`src/hdl/pdr_pkg.sv`:
```
// Types, constants and compact-target helpers for the difficulty retarget block.
// Used by every module of the block; depends on nothing else.
`timescale 1ns / 1ps

package pdr_pkg;

   localparam int TARGET_WIDTH = 256;
   localparam int MANT_W  = 23;
   localparam int TS_W    = 33;
   localparam int SPAN_W  = TS_W + 2;
   localparam int PM_W    = MANT_W + SPAN_W;
   localparam int PROD_W  = TARGET_WIDTH + SPAN_W;
   localparam int SHIFT_W = $clog2(TARGET_WIDTH);
   localparam int NBYTE   = (TARGET_WIDTH + 7) / 8;
   localparam int PAD_W   = 8 * NBYTE;
   localparam int BIDX_W  = $clog2(NBYTE + 1);

   localparam int CSR_IDX_W  = 3;
   localparam int CSR_DATA_W = 32;

   typedef enum logic [CSR_IDX_W-1:0] {
      CSR_TARGET_SPACING    = 3'd0,
      CSR_FAST_PERIOD       = 3'd1,
      CSR_FAST_UNTIL_HEIGHT = 3'd2,
      CSR_NORMAL_INTERVAL   = 3'd3,
      CSR_POW_LIMIT_BITS    = 3'd4,
      CSR_NO_RETARGET       = 3'd5
   } csr_idx_type;

   localparam logic [16:0] RST_TARGET_SPACING  = 17'd600;
   localparam logic [15:0] RST_NORMAL_INTERVAL = 16'd2016;
   localparam logic [31:0] RST_POW_LIMIT_BITS  = 32'h1d00ffff;

   typedef struct packed {
      logic [16:0] target_spacing;
      logic [15:0] fast_period;
      logic [30:0] fast_until_height;
      logic [15:0] normal_interval;
      logic [31:0] pow_limit_bits;
      logic        no_retarget;
   } cfg_type;

   typedef struct packed {
      logic        no_retarget;
      logic [31:0] old_bits;
   } side_type;

   typedef struct packed {
      logic              valid;
      logic [TS_W-1:0]   rem;
      logic [PROD_W-1:0] work;
      logic [TS_W-1:0]   divisor;
      side_type          side;
   } cell_type;

   typedef struct packed {
      logic [MANT_W-1:0]  mant;
      logic [SHIFT_W-1:0] shift;
   } dec_type;

   // Split a compact value into the mantissa bits that survive and their byte shift.
   function automatic dec_type decode_mant(input logic [31:0] bits);
      logic [7:0]        size;
      logic [MANT_W-1:0] word;
      logic [11:0]       sh;
      dec_type           d;
      size   = bits[31:24];
      word   = bits[22:0];
      sh     = {1'b0, size - 8'd3, 3'b000};
      d.mant = '0;
      d.shift = '0;
      if (size <= 8'd3) begin
         d.mant = word >> {2'(8'd3 - size), 3'b000};
      end else if (sh < 12'(TARGET_WIDTH)) begin
         for (int b = 0; b < MANT_W; b++) begin
            d.mant[b] = word[b] && ((sh + 12'(b)) < 12'(TARGET_WIDTH));
         end
         d.shift = SHIFT_W'(sh);
      end
      return d;
   endfunction

   // Expand a compact value to a full-width target.
   function automatic logic [TARGET_WIDTH-1:0] decode_full(input logic [31:0] bits);
      dec_type d;
      d = decode_mant(bits);
      return TARGET_WIDTH'(d.mant) << d.shift;
   endfunction

endpackage

```
`src/hdl/pdr_front.sv`:
```
// Front pipeline: interval pick, timespan, span clamp, scaled target as dividend.
// Depends on pdr_pkg.
`timescale 1ns / 1ps

module pdr_front (
   input  logic                clock,
   input  logic                reset,
   input  logic                advance,
   input  pdr_pkg::cfg_type    cfg,
   input  logic                req_valid,
   input  logic [31:0]         req_old_bits,
   input  logic [31:0]         req_last_block_time,
   input  logic [31:0]         req_first_block_time,
   input  logic [30:0]         req_next_height,
   output pdr_pkg::cell_type   front_cell
);

   logic                              v1_ff, v2_ff, v3_ff;
   logic [pdr_pkg::TS_W-1:0]          ts1_ff, ts2_ff, ts3_ff;
   logic signed [32:0]                raw1_ff;
   pdr_pkg::dec_type                  dm1_ff, dm2_ff;
   pdr_pkg::side_type                 side1_ff, side2_ff, side3_ff;
   logic [pdr_pkg::SPAN_W-1:0]        span2_ff;
   logic [pdr_pkg::PM_W-1:0]          pm3_ff;
   logic [pdr_pkg::SHIFT_W-1:0]       shift3_ff;
   pdr_pkg::cell_type                 cell_ff;

   logic [15:0]                       interval;
   logic                              use_fast;
   logic [pdr_pkg::TS_W-1:0]          ts_lo;
   logic [pdr_pkg::SPAN_W-1:0]        ts_hi;
   logic [pdr_pkg::SPAN_W-1:0]        span_in;
   pdr_pkg::cell_type                 cell_in;

   // Pick the interval for this height
   always_comb begin
      use_fast = (cfg.fast_period != '0) && (cfg.fast_until_height != '0) &&
                 (req_next_height < cfg.fast_until_height);
      interval = use_fast ? cfg.fast_period : cfg.normal_interval;
   end

   // Stage 1: timespan product, raw span, compact decode
   always_ff @(posedge clock) begin
      if (advance) begin
         ts1_ff   <= pdr_pkg::TS_W'(interval) * pdr_pkg::TS_W'(cfg.target_spacing);
         raw1_ff  <= $signed({1'b0, req_last_block_time}) -
                     $signed({1'b0, req_first_block_time});
         dm1_ff   <= pdr_pkg::decode_mant(req_old_bits);
         side1_ff <= '{no_retarget: cfg.no_retarget, old_bits: req_old_bits};
      end
      if (reset) begin
         v1_ff <= 1'b0;
      end else if (advance) begin
         v1_ff <= req_valid;
      end
   end

   // Clamp the span to a quarter and four times the timespan
   always_comb begin
      ts_lo = ts1_ff >> 2;
      ts_hi = {ts1_ff, 2'b00};
      if (raw1_ff[32] || (pdr_pkg::SPAN_W'(raw1_ff[31:0]) < pdr_pkg::SPAN_W'(ts_lo))) begin
         span_in = pdr_pkg::SPAN_W'(ts_lo);
      end else if (pdr_pkg::SPAN_W'(raw1_ff[31:0]) > ts_hi) begin
         span_in = ts_hi;
      end else begin
         span_in = pdr_pkg::SPAN_W'(raw1_ff[31:0]);
      end
   end

   // Stage 2: hold clamped span
   always_ff @(posedge clock) begin
      if (advance) begin
         ts2_ff   <= ts1_ff;
         span2_ff <= span_in;
         dm2_ff   <= dm1_ff;
         side2_ff <= side1_ff;
      end
      if (reset) begin
         v2_ff <= 1'b0;
      end else if (advance) begin
         v2_ff <= v1_ff;
      end
   end

   // Stage 3: mantissa times span
   always_ff @(posedge clock) begin
      if (advance) begin
         ts3_ff    <= ts2_ff;
         pm3_ff    <= pdr_pkg::PM_W'(dm2_ff.mant) * pdr_pkg::PM_W'(span2_ff);
         shift3_ff <= dm2_ff.shift;
         side3_ff  <= side2_ff;
      end
      if (reset) begin
         v3_ff <= 1'b0;
      end else if (advance) begin
         v3_ff <= v2_ff;
      end
   end

   // Stage 4: place the product at its byte position
   always_comb begin
      cell_in.valid   = v3_ff;
      cell_in.rem     = '0;
      cell_in.work    = pdr_pkg::PROD_W'(pm3_ff) << shift3_ff;
      cell_in.divisor = ts3_ff;
      cell_in.side    = side3_ff;
   end

   always_ff @(posedge clock) begin
      if (reset) begin
         cell_ff.valid <= 1'b0;
      end else if (advance) begin
         cell_ff <= cell_in;
      end
   end

   assign front_cell = cell_ff;

endmodule

```
`config.mk`:
```
export PLATFORM = sky130hd
export DESIGN_NAME = pdr_front
export DESIGN_NICKNAME = d
export VERILOG_FILES = /design/src/hdl/pdr_pkg.sv /design/src/hdl/pdr_front.sv
export SDC_FILE = /design/constraint.sdc
export NUM_CORES = 2
export LEC_CHECK = 0
export BUFFER_PORTS_ARGS = -buffer_cell sky130_fd_sc_hd__buf_2
export CAP_MARGIN = 40
export CORE_MARGIN = 2
export CORE_UTILIZATION = 50
export CTS_CLUSTER_SIZE = 8
export DETAILED_ROUTE_END_ITERATION = 12
export MAX_ROUTING_LAYER = met4
export PLACE_DENSITY = 0.73
export SLEW_MARGIN = 0
export SYNTH_ARGS = -nofsm -noshare
export SYNTH_HDL_FRONTEND = slang
export SYNTH_SLANG_ARGS = --single-unit
```
`constraint.sdc`:
```
create_clock -name clock -period 52.1 [get_ports clock]
set_input_delay 2.605 -clock clock [delete_from_list [all_inputs] [get_ports clock]]
set_output_delay 2.605 -clock clock [all_outputs]
set_load 0.01 [all_outputs]
```
# Word-level counts from Yosys, hierarchy flattened
# Cells that the tools add are included.
totals:
  reg_bits: 755
  output_inout_bits: 391
  word_cells: 123
classes:
  bitwise_logic: 3
  muxes: 5
  n_shift: 2
  n_reduce_logical: 31
  n_mul: 2
  order_cmp: 27
  addsub: 25
ops:
  columns: ["cell", "count"]
  rows:
  - ["$shl 58x8->291", 1]
  - ["$lt 12x9->1 const B", 22]
  - ["$add 11x4->12 const B", 8]
  - ["$add 11x5->12 const B", 7]
  - ["$mux 31", 2]
  - ["$mul 23x35->58", 1]
  - ["$add 11x3->12 const B", 4]
  - ["$gt 32x35->1", 1]
  - ["$mul 16x17->33", 1]
  - ["$sub 32x32->33", 1]
  - ["$lt 32x31->1", 1]
  - ["$mux 32", 1]
  - ["$lt 31x31->1", 1]
  - ["$reduce_bool 31->1", 1]
  - ["$logic_and 1x1->1", 25]
  - ["$add 11x2->12 const B", 2]
  - ["$mux 23", 1]
  - ["$shr 23x5->23", 1]
  - ["$mux 16", 1]
  - ["$reduce_bool 16->1", 1]
  - ["$add 11x1->12 const B", 1]
  - ["$lt 11x9->1 const B", 1]
  - ["$le 8x2->1 const B", 1]
  - ["$sub 8x2->8 const B", 1]
  - ["5 further kinds", 8]

# Longest topological paths before layout
logic_depth:
  word_depth: 6
  ltp_mapped: 35
  depth_no_buf: 32

# Least setup slack after synthesis
# OpenSTA, ideal clock, no wires.
synth_timing:
  path_kind: "input-to-reg"
  startpoint: "in advance"
  endpoint: "reg cell_ff (netlist bit front_cell[0]), enable pin"
  cell_stages: 2
  arrival_ns: 18.495
  slack_ns: 32.473
  setup_time_ns: 1.132
  t_required_ns: 50.968
  path_cell_list: "clkbuf_1 nor2b_1"
synth_between:
  elab_chain_len: 1
synth_lines:
  columns: ["element", "line_no", "text"]
  rows:
  - ["start: declaration", "pdr_front.sv:8", "input logic advance,"]
  - ["$reduce_and 2->1 (no source line)", null, null]
  - ["end signal: assignment", "pdr_front.sv:114", "cell_ff <= cell_in;"]
  - ["end: declaration", "pdr_front.sv:26", "pdr_pkg::cell_type cell_ff;"]
# No other way between the ends.
# A chain may end at the register's enable or synchronous reset.

# Final worst setup path
layout_timing:
  startpoint: "in cfg[77] (netlist bit)"
  endpoint: "reg ts1_ff[20] (netlist bit) (data pin)"
layout_between:
  elab_chain_len: 5
  elab_cells_between_ends: 6
  cone_classes: "1 x mul; 1 x order compare; 1 x mux; 3 x reduce/logical"
layout_lines:
  columns: ["element", "line_no", "text"]
  rows:
  - ["start: declaration", "pdr_front.sv:9", "input pdr_pkg::cfg_type cfg,"]
  - ["branches (longest 2 deep; another with $lt 31x31->1)", null, null]
  - ["$logic_and 1x1->1 *", "pdr_front.sv:37", "use_fast = (cfg.fast_period != '0) && (cfg.fast_until_height != '0) &&"]
  - ["$mux 16 *", "pdr_front.sv:39", "interval = use_fast ? cfg.fast_period : cfg.normal_interval;"]
  - ["$mul 16x17->33 *", "pdr_front.sv:45", "ts1_ff <= pdr_pkg::TS_W'(interval) * pdr_pkg::TS_W'(cfg.target_spacing);"]
  - ["end signal: assignment", "pdr_front.sv:45", null]
  - ["end: declaration", "pdr_front.sv:19", "logic [pdr_pkg::TS_W-1:0] ts1_ff, ts2_ff, ts3_ff;"]
# Every way passes the cells marked *.

==> metrics.txt <==
outcome=finished clean; CP endpoint kind=flop; hpwl dp=134 mm; most used cell, CP=fa_1; reg-to-reg startpoint=dm2_ff[23]; Hold Path Origin=dm1_ff[28]; critical path required time=52490 ps; mean post-synth cell area=10.7 µm²; routed len/inst=20.9 µm; synthesized instance count=6199; Worst path max stage delay=690 ps; # resized after CTS=0; Layout area overhead=11.7%; Yosys top cell by area=edfxtp_1; Worst setup SP type=input port; Synth top area share=0.337; share of layout cells above drive strength 1=0.129; port bufs=569; worst hold path class=flop to flop; Ys Warns=0; Cell Rows=133; CTS max path bufs=3; H-tree depth reported by CTS=3; highest-delay cell along the critical path=o311a_1; GPL Wtd Cong=0.940; cts hold-fix bufs=0; via count=46726; Fin. Hold Viols=0; GRT overflow=0; Worst Skew=74.8 ps; largest net degree at the start of global routing=157; Global Route Usage Sum=0.271; Die Span Y=367 µm; Primary FF master, synth=edfxtp_1; Initial Util=0.503; Clock Tree Root=clkbuf_16; Unique masters post-synth=85; Fmax=95.2 MHz; register area=0.0224 mm²; Seq/Total Area, Yosys=0.338; first-pass GRT wire length=275 mm; drt drc=0; critical path class=input port to flop; die span in x=367 µm; area of the mapped netlist=0.0661 mm²; initial antenna violation count=6; DRT Pass-1 Iters=6; synth top area cells=edfxtp_1 34%, fa_1 27%, ha_1 7.8%; Rel. slew slack=0.342; period utilisation layout=0.202; IO Pins=635; area of the die=0.135 mm²; Worst Setup SP=cfg[77]; number of synthesized register bits=746; Nets=8237; RSZ-0062 raised after global routing=false; asr flop ratio synth=0; Core ar.=0.131 mm²; postcts setup bufs=0; clk sinks=746; EDFF count, synth=742; total wire length=176 mm; DR vias/cell=5.52; CP max FO=17; sum of negative setup slack=0 ps; Final setup violation count=0; Routed Antenna Nets=0; Num CTS Buffers=104; vias in the first global route=48262; fin crit period=10510 ps; clock slew at reported path FFs=60 ps; Worst-Margin Slew=987 ps; TritonCTS clock tree=done; worst skew pair latency=710 ps; Multi-input gate area=0.0386 mm²; initial DRC count=4059; fill count=10985; max-cap violations=0; CP arrival=10890 ps; max-slew violation total from the final report=0
## flip-flops by register name, summed over array words and instances (netlist names), 33 cells and up
| signal | count |
|---|---|
| side2_ff | 33 |
| side1_ff | 33 |
| span2_ff | 35 |
| cell_in | 33 |
| ts3_ff | 33 |
| front_cell | 358 |
| pm3_ff | 58 |
| ts1_ff | 33 |
| raw1_ff | 33 |
| ts2_ff | 33 |
## routing by layer
layer / global-route usage / wire length (µm) / vias up
met5: - / 0 / -
met4: 0.111 / 7780 / 0
met3: 0.0519 / 15100 / 485
met2: 0.446 / 86500 / 2318
met1: 0.328 / 67000 / 23209
li1: - / - / 20714
## area by class of cell
class / count / share of cell area
diodes: 6 / 0.000203
clock buffers: 117 / 0.0359
clock inverters: 10 / 0.00249
inverters: 1019 / 0.0518
multi-input cells: 4138 / 0.523
flip-flops and latches: 746 / 0.303
well taps: 1755 / 0.0298
repair buffers: 672 / 0.0540
## critical path, delay by kind of cell
family | cells | cell delay, ps
compound gates | 9 | 2630
fa+ha+maj | 8 | 3630
mux | 1 | 310
simple gates | 5 | 960
buf+inv | 7 | 660
xor+xnor | 1 | 110
## cell usage after synthesis (55+ instances only)
cell and count:
mux2_2 55, nor2_1 299, nor2b_1 138, and2_1 314, ha_1 413, a21o_1 76
o21ai_0 139, xnor2_1 77, edfxtp_1 742, nand2_1 913, inv_1 1018, clkbuf_1 230
mux2i_1 92, a21oi_1 218, fa_1 899, o22ai_1 63
## kinds of logic after synthesis
family                     synth area share
DFF                                   0.338
adders and majority gates             0.351
xor gates and xnor gates             0.0147
muxes                                0.0233
AOI/OAI and AO/OA                    0.0630
other                             0.0000568
and+or+nand+nor                       0.130
buffers and inverters                0.0797
## placed cells by master, fill, tap and decap left out, types with 137 or more instances in the layout
| master | instances |
|---|---|
| and2_1 | 314 |
| fa_1 | 899 |
| nor2_1 | 299 |
| o21ai_0 | 139 |
| ha_1 | 413 |
| a21oi_1 | 218 |
| inv_1 | 1018 |
| nand2_1 | 913 |
| edfxtp_1 | 742 |
| nor2b_1 | 137 |
| buf_2 | 579 |
## path summary, 6_finish.rpt
path	slack, ps	depth (start not counted)	end
worst min-delay path	340	0	dm2_ff[28]
worst min register to register	340	0	dm2_ff[28]
worst max register to register	44130	20	pm3_ff[56]
worst max-delay path	41600	31	ts1_ff[20]
## stage by stage
step                instances  hold WS [ps]  instance area [µm²]   util  worst slack [ps]
CTS                      8457           336                73800  0.562             41700
floorplan                6234           400                66200      -             32470
global placement         8295           401                70300  0.536             41020
global route             8463           351                73800  0.562             41180
finish                   8463           339                73800  0.562             41600
detailed placement       8330           405                71000  0.540             41020
Power is not shown: default switching activity piles up to over one toggle a cycle in this logic, so the estimate is an artifact.
