File: src/hdl/pdr_pkg.sv
// Types, constants and compact-target helpers for the difficulty retarget block.
// Used by every module of the block; depends on nothing else.
`timescale 1ns / 1ps

package pdr_pkg;

   localparam int TARGET_WIDTH = 256;
   localparam int MANT_W  = 23;
   localparam int TS_W    = 33;
   localparam int SPAN_W  = TS_W + 2;
   localparam int PM_W    = MANT_W + SPAN_W;
   localparam int PROD_W  = TARGET_WIDTH + SPAN_W;
   localparam int SHIFT_W = $clog2(TARGET_WIDTH);
   localparam int NBYTE   = (TARGET_WIDTH + 7) / 8;
   localparam int PAD_W   = 8 * NBYTE;
   localparam int BIDX_W  = $clog2(NBYTE + 1);

   localparam int CSR_IDX_W  = 3;
   localparam int CSR_DATA_W = 32;

   typedef enum logic [CSR_IDX_W-1:0] {
      CSR_TARGET_SPACING    = 3'd0,
      CSR_FAST_PERIOD       = 3'd1,
      CSR_FAST_UNTIL_HEIGHT = 3'd2,
      CSR_NORMAL_INTERVAL   = 3'd3,
      CSR_POW_LIMIT_BITS    = 3'd4,
      CSR_NO_RETARGET       = 3'd5
   } csr_idx_type;

   localparam logic [16:0] RST_TARGET_SPACING  = 17'd600;
   localparam logic [15:0] RST_NORMAL_INTERVAL = 16'd2016;
   localparam logic [31:0] RST_POW_LIMIT_BITS  = 32'h1d00ffff;

   typedef struct packed {
      logic [16:0] target_spacing;
      logic [15:0] fast_period;
      logic [30:0] fast_until_height;
      logic [15:0] normal_interval;
      logic [31:0] pow_limit_bits;
      logic        no_retarget;
   } cfg_type;

   typedef struct packed {
      logic        no_retarget;
      logic [31:0] old_bits;
   } side_type;

   typedef struct packed {
      logic              valid;
      logic [TS_W-1:0]   rem;
      logic [PROD_W-1:0] work;
      logic [TS_W-1:0]   divisor;
      side_type          side;
   } cell_type;

   typedef struct packed {
      logic [MANT_W-1:0]  mant;
      logic [SHIFT_W-1:0] shift;
   } dec_type;

   // Split a compact value into the mantissa bits that survive and their byte shift.
   function automatic dec_type decode_mant(input logic [31:0] bits);
      logic [7:0]        size;
      logic [MANT_W-1:0] word;
      logic [11:0]       sh;
      dec_type           d;
      size   = bits[31:24];
      word   = bits[22:0];
      sh     = {1'b0, size - 8'd3, 3'b000};
      d.mant = '0;
      d.shift = '0;
      if (size <= 8'd3) begin
         d.mant = word >> {2'(8'd3 - size), 3'b000};
      end else if (sh < 12'(TARGET_WIDTH)) begin
         for (int b = 0; b < MANT_W; b++) begin
            d.mant[b] = word[b] && ((sh + 12'(b)) < 12'(TARGET_WIDTH));
         end
         d.shift = SHIFT_W'(sh);
      end
      return d;
   endfunction

   // Expand a compact value to a full-width target.
   function automatic logic [TARGET_WIDTH-1:0] decode_full(input logic [31:0] bits);
      dec_type d;
      d = decode_mant(bits);
      return TARGET_WIDTH'(d.mant) << d.shift;
   endfunction

endpackage

File: src/hdl/pdr_back.sv
// Back pipeline: cap at the pow limit, find the top byte, re-encode as compact.
// Depends on pdr_pkg.
`timescale 1ns / 1ps

module pdr_back (
   input  logic              clock,
   input  logic              reset,
   input  logic              advance,
   input  logic [31:0]       pow_limit_bits,
   input  pdr_pkg::cell_type up_cell,
   output logic              rsp_valid,
   output logic [31:0]       rsp_new_bits
);

   logic [pdr_pkg::TARGET_WIDTH-1:0] limit;
   logic [pdr_pkg::TARGET_WIDTH-1:0] capped;
   logic                             va_ff, vb_ff, out_valid_ff;
   logic [pdr_pkg::TARGET_WIDTH-1:0] val_a_ff;
   logic [pdr_pkg::PAD_W-1:0]        val_b_ff;
   pdr_pkg::side_type                side_a_ff, side_b_ff;
   logic [pdr_pkg::BIDX_W-1:0]       size_in, size_b_ff;
   logic [pdr_pkg::PAD_W-1:0]        val_pad;
   logic [pdr_pkg::PAD_W+23:0]       window;
   logic [23:0]                      mant;
   logic [pdr_pkg::BIDX_W:0]         size_adj;
   logic [31:0]                      bits_in, out_bits_ff;

   // Cap the quotient at the decoded limit
   always_comb begin
      limit  = pdr_pkg::decode_full(pow_limit_bits);
      capped = (up_cell.work > pdr_pkg::PROD_W'(limit)) ? limit
             : up_cell.work[pdr_pkg::TARGET_WIDTH-1:0];
   end

   always_ff @(posedge clock) begin
      if (advance) begin
         val_a_ff  <= capped;
         side_a_ff <= up_cell.side;
      end
      if (reset) begin
         va_ff <= 1'b0;
      end else if (advance) begin
         va_ff <= up_cell.valid;
      end
   end

   // Find the highest nonzero byte
   always_comb begin
      val_pad = pdr_pkg::PAD_W'(val_a_ff);
      size_in = '0;
      for (int k = 0; k < pdr_pkg::NBYTE; k++) begin
         if (val_pad[8*k +: 8] != 8'd0) size_in = pdr_pkg::BIDX_W'(k + 1);
      end
   end

   always_ff @(posedge clock) begin
      if (advance) begin
         val_b_ff  <= val_pad;
         size_b_ff <= size_in;
         side_b_ff <= side_a_ff;
      end
      if (reset) begin
         vb_ff <= 1'b0;
      end else if (advance) begin
         vb_ff <= va_ff;
      end
   end

   // Take the top three bytes, move up a byte if the sign bit would be set
   always_comb begin
      window   = {val_b_ff, 24'd0};
      mant     = window[{size_b_ff, 3'b000} +: 24];
      size_adj = {1'b0, size_b_ff};
      if (mant[23]) begin
         mant     = {8'd0, mant[23:8]};
         size_adj = size_adj + 1'b1;
      end
      bits_in = side_b_ff.no_retarget ? side_b_ff.old_bits : {8'(size_adj), mant};
   end

   // Output register
   always_ff @(posedge clock) begin
      if (advance) begin
         out_bits_ff <= bits_in;
      end
      if (reset) begin
         out_valid_ff <= 1'b0;
      end else if (advance) begin
         out_valid_ff <= vb_ff;
      end
   end

   assign rsp_valid    = out_valid_ff;
   assign rsp_new_bits = out_bits_ff;

endmodule

File: config.mk
export PLATFORM = sky130hd
export DESIGN_NAME = pdr_back
export DESIGN_NICKNAME = d
export VERILOG_FILES = /design/src/hdl/pdr_pkg.sv /design/src/hdl/pdr_back.sv
export SDC_FILE = /design/constraint.sdc
export NUM_CORES = 2
export LEC_CHECK = 0
export BUFFER_PORTS_ARGS = -buffer_cell sky130_fd_sc_hd__clkbuf_2
export CAP_MARGIN = 20
export CORE_AREA = 4 4 271 273
export CTS_CLUSTER_DIAMETER = 150
export DETAILED_ROUTE_END_ITERATION = 7
export DIE_AREA = 0 0 275 277
export MAX_ROUTING_LAYER = met4
export PLACE_DENSITY = 0.83
export SKIP_LAST_GASP = 1
export SLEW_MARGIN = 15
export SYNTH_ARGS = -nofsm -noshare
export SYNTH_HDL_FRONTEND = slang
export SYNTH_SLANG_ARGS = --single-unit
File: constraint.sdc
create_clock -name clock -period 5.8 [get_ports clock]
set_input_delay 1.16 -clock clock [delete_from_list [all_inputs] [get_ports clock]]
set_output_delay 1.16 -clock clock [all_outputs]
set_load 0.03 [all_outputs]
Yosys cells after proc, flatten, opt, wreduce, memory -nomap -nowiden --
Index checks and enable logic that the tools add are counted.
Word-level totals: register bits 619, input bits 426, output and inout port bits 33
Operators by class: add/subtract/negate cells 25, order comparisons 25, shifts and indexed selects 3, muxes and demuxes 38, reductions and logical operators 55
Operators with widths (count):
- 291-bit by 256-bit > comparator with 1-bit output | 1
- 280-bit by 10-bit variable part select with 24-bit output | 1
- 12-bit by 9-bit less-than comparator with 1-bit output, second input constant | 22
- 256-bit 2-to-1 mux | 1
- 8-bit nonzero test | 32
- 23-bit by 8-bit << shifter with 256-bit output | 1
- 6-bit 2-to-1 mux | 30
- 11-bit by 4-bit adder with 12-bit output, second input constant | 8
- 11-bit by 5-bit adder with 12-bit output, second input constant | 7
- 31-bit 2-to-1 mux | 2
- 11-bit by 3-bit adder with 12-bit output, second input constant | 4
- 23-bit 2-to-1 mux | 2
- 11-bit by 2-bit adder with 12-bit output, second input constant | 2
- 1-bit logical AND | 23
- 23-bit by 5-bit >> shifter with 23-bit output | 1
- 11-bit by 1-bit adder with 12-bit output, second input constant | 1
- 11-bit by 9-bit less-than comparator with 1-bit output, second input constant | 1
- 8-bit by 2-bit less-or-equal comparator with 1-bit output, second input constant | 1
- 8-bit 2-to-1 mux | 1
- 8-bit by 2-bit subtractor with 8-bit output, second input constant | 1
- 6-bit by 1-bit adder with 7-bit output, second input constant | 1
- 7-bit 2-to-1 mux | 1
- 2-bit subtractor, first input constant | 1
- 1-bit 2-to-1 mux | 1

Longest topological paths before layout --
depth after elaboration 32, depth in mapped cells 27

Least setup slack after synthesis --
No wires, ideal clock.
kind input to register, from input pow_limit_bits[24], to register val_a_ff[0] in the netlist's numbering, data pin, setup time 0.260 ns, arrival 5.943 ns, slack -0.403 ns, cell stages on the path 24, cell sequence ha_1 > clkbuf_1 > nand4b_1 > mux2i_1 > a21oi_1 > or2_1 > nor2_2 > nand2_1 > nor2_1 > and3_1 > clkbuf_1 > a22oi_1 > ha_1 > nand4_1 > nor4_1 > nand2_1 > nor3_1 > and4_1 > a21oi_1 > o41a_4 > a21oi_1 > buf_4 > buf_4 > mux2_2
Between the ends: cells in the longest elaborated chain, start to end 9, elaborated cells on any way between the ends 78, those cells by class add/sub (24); order compare (25); shift (2); mux (4); reduce/logical (23)
Ends and longest elaborated chain:
- start, declared | RTL line pdr_back.sv:9 | input logic [31:0] pow_limit_bits,
- 8-bit by 2-bit subtractor with 8-bit output | RTL line pdr_pkg.sv:69 | sh = {1'b0, size - 8'd3, 3'b000};
- 11-bit by 1-bit adder with 12-bit output (tied with other cells) | RTL line pdr_pkg.sv:76 | d.mant[b] = word[b] && ((sh + 12'(b)) < 12'(TARGET_WIDTH));
- 12-bit by 9-bit less-than comparator with 1-bit output | RTL line pdr_pkg.sv:76
- 1-bit logical AND | RTL line pdr_pkg.sv:76
- 31-bit 2-to-1 mux | RTL line pdr_pkg.sv:74 | end else if (sh < 12'(TARGET_WIDTH)) begin
- 23-bit 2-to-1 mux | RTL line pdr_pkg.sv:72 | if (size <= 8'd3) begin
- 23-bit by 8-bit << shifter with 256-bit output (*) | RTL line pdr_pkg.sv:87 | return TARGET_WIDTH'(d.mant) << d.shift;
- 291-bit by 256-bit > comparator with 1-bit output | RTL line pdr_back.sv:31 | capped = (up_cell.work > pdr_pkg::PROD_W'(limit)) ? limit
- 256-bit 2-to-1 mux (*) | RTL line pdr_back.sv:31
- via capped, one bit | RTL line pdr_back.sv:16 | logic [pdr_pkg::TARGET_WIDTH-1:0] capped;
- end signal, assigned | RTL line pdr_back.sv:37 | val_a_ff <= capped;
- end, declared | RTL line pdr_back.sv:18 | logic [pdr_pkg::TARGET_WIDTH-1:0] val_a_ff;
The timed path passes the listed nets; every way through them passes the cells marked *. A chain may end at the register's enable or synchronous reset.

Worst setup path in the final report --
from input pow_limit_bits[30], to register val_a_ff[105] in the netlist's numbering, data pin
Same word-level chain as after synthesis.

==> run summary <==
### Synth
* flops & latches, synth: 619
* most used flip-flop cell after synthesis: sky130_fd_sc_hd__edfxtp_1
* Syn Std Cell Area: 38,110 µm²
* async set-or-reset flop fraction in the synthesized netlist: 0%
* count of flip-flops with a built-in enable after synthesis: 616
* synthesized netlist net count: 3,926
* Cell variety after synth: 77
* gate count of the mapped netlist: 3,241
* warnings from Yosys: 0
* average cell area after synthesis: 11.76 µm²
* register area share after synthesis: 48.69%

### Run
* number of max-cap violations: 0

### Critical path
* CP Buf/Inv Count: 9
* sort of element at the start of the critical path: primary input
* worst reg2reg path depth: 9
* signal arrival time at the worst endpoint: 6.53 ns
* cell class contributing the biggest share of worst-path delay: simple AND/OR/NAND/NOR gates
* dominant cell type by count on the critical path: sky130_fd_sc_hd__buf_6
* longest individual stage delay on the worst path: 0.54 ns
* classification of the worst setup path: in -> reg
* kind of capture point of the worst setup path: register
* total number of cells along the worst setup path: 28
* largest fanout on the critical path: 10
* data required time at the worst endpoint: 6.26 ns
* slowest cell on the critical path: sky130_fd_sc_hd__or4_4

### Clock network
* clock latency of the later-clocked register in the worst-skew pair: 0.63 ns
* total CTS buffers: 68
* number of levels in the clock H-tree: 3
* CTS Root Buffer Type: sky130_fd_sc_hd__clkbuf_16
* number of buffers between clock root and the deepest sink: 3
* TritonCTS clock tree: built
* number of hold buffers added after CTS: 0
* number of clock sinks seen by CTS: 619
* Clk pin slew, worst setup/hold paths: 0.06 ns

### Route
* post-detailed-route DRC marker count: 0
* number of vias per cell after detailed routing: 6.612
* Via Count: 34,110
* starting DRC count in detailed routing: 5,490
* detailed route wirelength on metal3: 21,850 µm
* sum of routed wire length over all layers: 158,000 µm
* M1 WL: 57,460 µm
* count of nets left with antenna violations after detail routing: 0
* top metal layer carrying routed signals: met4
* per-cell routed wire length: 30.64 µm
* Initial DRT Pass Iterations: 8
* met2 wire length: 67,490 µm

### Timing
* final setup violation count: 256
* unrepaired setup endpoints after global routing: yes
* final clock skew: 0.04338 ns
* final worst path period share: 104.5%
* FMAX: 0.1649 GHz
* total negative setup slack: -40.64 ns
* number of hold violations in the final report: 0
* Slew @ Worst Pin: 1.001 ns
* post-route minimum period: 6.063 ns
* setup slack after layout: -0.2632 ns
* Slew Viols, Final: 0
* worst relative slew slack: 33.24%

### Cells and area
* share of layout cells above drive strength 1: 35.22%
* post-route core utilization: 70.00%
* Fillers: 5,011
* sequential cell area: 18,560 µm²
* synthesis-to-finish area growth: 30.62%
* # nets final: 4,832
* footprint of the multi-input gates: 19,480 µm²

### Global route
* first-pass GRT wire length: 217,500 µm
* final global-route overflow total: 0
* antenna violations before repair: 6
* via count of the first global-routing pass: 32,050
* GRT Total Usage: 40.82%
* pin count of the biggest net entering global routing: 134

### Die
* starting density of the core: 53.59%
* DIE AREA: 76,180 µm²
* area of the core: 71,120 µm²
* row count: 98
* I/O pin count: 459
* die span in y: 277 µm
* die width: 275 µm

### Power and ir drop
* standby leakage power: 0.02015 µW
* Max VDD drop: 0.2844 mV
* power per cell area: 233.0 nW/µm²

### Placed design
* IO Port Bufs: 391
* placer congestion estimate: 1.089
* hpwl dp: 123,200 µm

### Min path
* Cells on Worst Hold Path: 0
* type of the worst min-delay path: reg -> reg

### Status
* failing checks: negative setup slack
* result of the run: finished with violations

## area by class of cell
type / instances / area share, %
multi-input cells: 2276 / 39.13
flip-flops and latches: 619 / 37.28
repair buffers: 1009 / 15.09
clock buffers: 76 / 3.479
well taps: 950 / 2.388
inverters: 173 / 1.304
clock inverters: 49 / 1.299
diodes: 6 / 0.03016
## worst paths after layout
kind,startpoint,to,slack (ns)
worst max-delay path,pow_limit_bits[30],val_a_ff[105]$_DFFE_PP_,-0.26
worst min-delay path,side_a_ff[24]$_DFFE_PP_,side_b_ff[24]$_DFFE_PP_,0.41
worst max register to register,size_b_ff[1]$_SDFFCE_PP0P_,rsp_new_bits[0]$_DFFE_PP_,1.63
worst min register to register,side_a_ff[24]$_DFFE_PP_,side_b_ff[24]$_DFFE_PP_,0.41
## timing repair
item | CTS | global route
gates cloned | 7 | 8
pin swaps | 47 | 69
setup endpoints to repair | 256 | 256
buffers inserted | 42 | 48
gates resized for setup | 155 | 157
## cell usage in the layout (no fill, tap or decap), types with 25 or more instances in the layout
| cell type | Yosys | final |
|---|---|---|
| sky130_fd_sc_hd__ha_1 | 259 | 247 |
| sky130_fd_sc_hd__and2_1 | 35 | 33 |
| sky130_fd_sc_hd__mux2_2 | 27 | 26 |
| sky130_fd_sc_hd__mux2i_1 | 319 | 257 |
| sky130_fd_sc_hd__a22o_1 | 112 | 98 |
| sky130_fd_sc_hd__inv_1 | 172 | 171 |
| sky130_fd_sc_hd__nand2_1 | 386 | 370 |
| sky130_fd_sc_hd__mux2i_4 | 0 | 29 |
| sky130_fd_sc_hd__a21oi_1 | 160 | 155 |
| sky130_fd_sc_hd__nor4_1 | 68 | 60 |
| sky130_fd_sc_hd__nor3_1 | 42 | 28 |
| sky130_fd_sc_hd__a211oi_1 | 47 | 44 |
| sky130_fd_sc_hd__nand3_1 | 42 | 34 |
| sky130_fd_sc_hd__clkbuf_16 | 0 | 74 |
| sky130_fd_sc_hd__buf_12 | 0 | 26 |
| sky130_fd_sc_hd__o21ai_0 | 110 | 106 |
| sky130_fd_sc_hd__clkbuf_2 | 0 | 389 |
| sky130_fd_sc_hd__nand4_1 | 61 | 61 |
| sky130_fd_sc_hd__buf_6 | 0 | 56 |
| sky130_fd_sc_hd__buf_4 | 25 | 513 |
| sky130_fd_sc_hd__edfxtp_1 | 616 | 616 |
| sky130_fd_sc_hd__a22oi_1 | 83 | 63 |
| sky130_fd_sc_hd__mux4_2 | 98 | 98 |
| sky130_fd_sc_hd__mux2i_2 | 0 | 33 |
| sky130_fd_sc_hd__a21o_1 | 26 | 25 |
| sky130_fd_sc_hd__nor2_1 | 124 | 113 |
## layer usage
| metal | GRT usage [%] | vias up |
|---|---|---|
| met5 | - | - |
| met4 | 21.82 | 0 |
| met3 | 10.45 | 553 |
| met2 | 58.08 | 2730 |
| met1 | 53.86 | 16360 |
| li1 | - | 14470 |
## cell families (layout without fill, tap and decap cells)
logic type | count (synthesis) | count (layout) | synth area share (%)
multiplexers | 444 | 444 | 14.97
buffers and inverters | 346 | 1307 | 4.123
flip-flops | 619 | 619 | 48.69
XOR/XNOR | 10 | 10 | 0.2298
other | 0 | 6 | 0
AO/OA/AOI/OAI | 719 | 719 | 13.06
AND/OR/NAND/NOR | 844 | 844 | 10.43
adder cells (fa/ha/maj) | 259 | 259 | 8.503
## registers in the layout, summed over array words and instances (netlist names)
| signal | cells |
|---|---|
| val_a_ff | 256 |
| side_b_ff | 33 |
| vb_ff | 1 |
| va_ff | 1 |
| size_b_ff | 6 |
| rsp_new_bits | 32 |
| rsp_valid | 1 |
| side_a_ff | 33 |
| val_b_ff | 256 |
## through the flow
step | worst slack, ns | instances | total power [µW] | area (µm²) | hold slack, ns
after global placement | -0.9851 | 4943 | 6881 | 45020 | 0.4007
after global routing | -0.4189 | 5158 | 11880 | 49780 | 0.4204
after CTS | -0.07263 | 5110 | 11500 | 48680 | 0.4169
final | -0.2632 | 5158 | 11600 | 49780 | 0.4129
after floorplan | 0.0005618 | 3241 | 6075 | 38510 | 0.4003
after detailed placement | -1.091 | 4943 | 6917 | 45020 | 0.4045
## Yosys cell counts (all sizes together) (9+ instances only)
cell,count,area share (%)
a211oi,51,1.1
a21o,26,0.51
a21oi,161,2.1
a221oi,17,0.44
a22o,112,2.6
a22oi,83,1.6
a31oi,23,0.38
and2,35,0.57
and3,12,0.20
buf,96,1.7
clkbuf,77,0.76
edfxtp,616,49
ha,259,8.5
inv,173,1.7
mux2,27,0.80
mux2i,319,8.4
mux4,98,5.8
nand2,386,3.8
nand3,42,0.55
nand4,62,1.0
nor2,128,1.3
nor2b,18,0.30
nor3,42,0.55
nor4,70,1.2
o211ai,17,0.33
o21a,9,0.18
o21ai,119,1.6
o21bai,10,0.20
o221ai,12,0.28
o22ai,21,0.34
or4,22,0.43
## power by group
part / internal (µW) / switching, µW
Clock: 2660 / 1960
Sequential: 5220 / 253
Combinational: 603 / 899
Power figures use the tool's default switching activity.
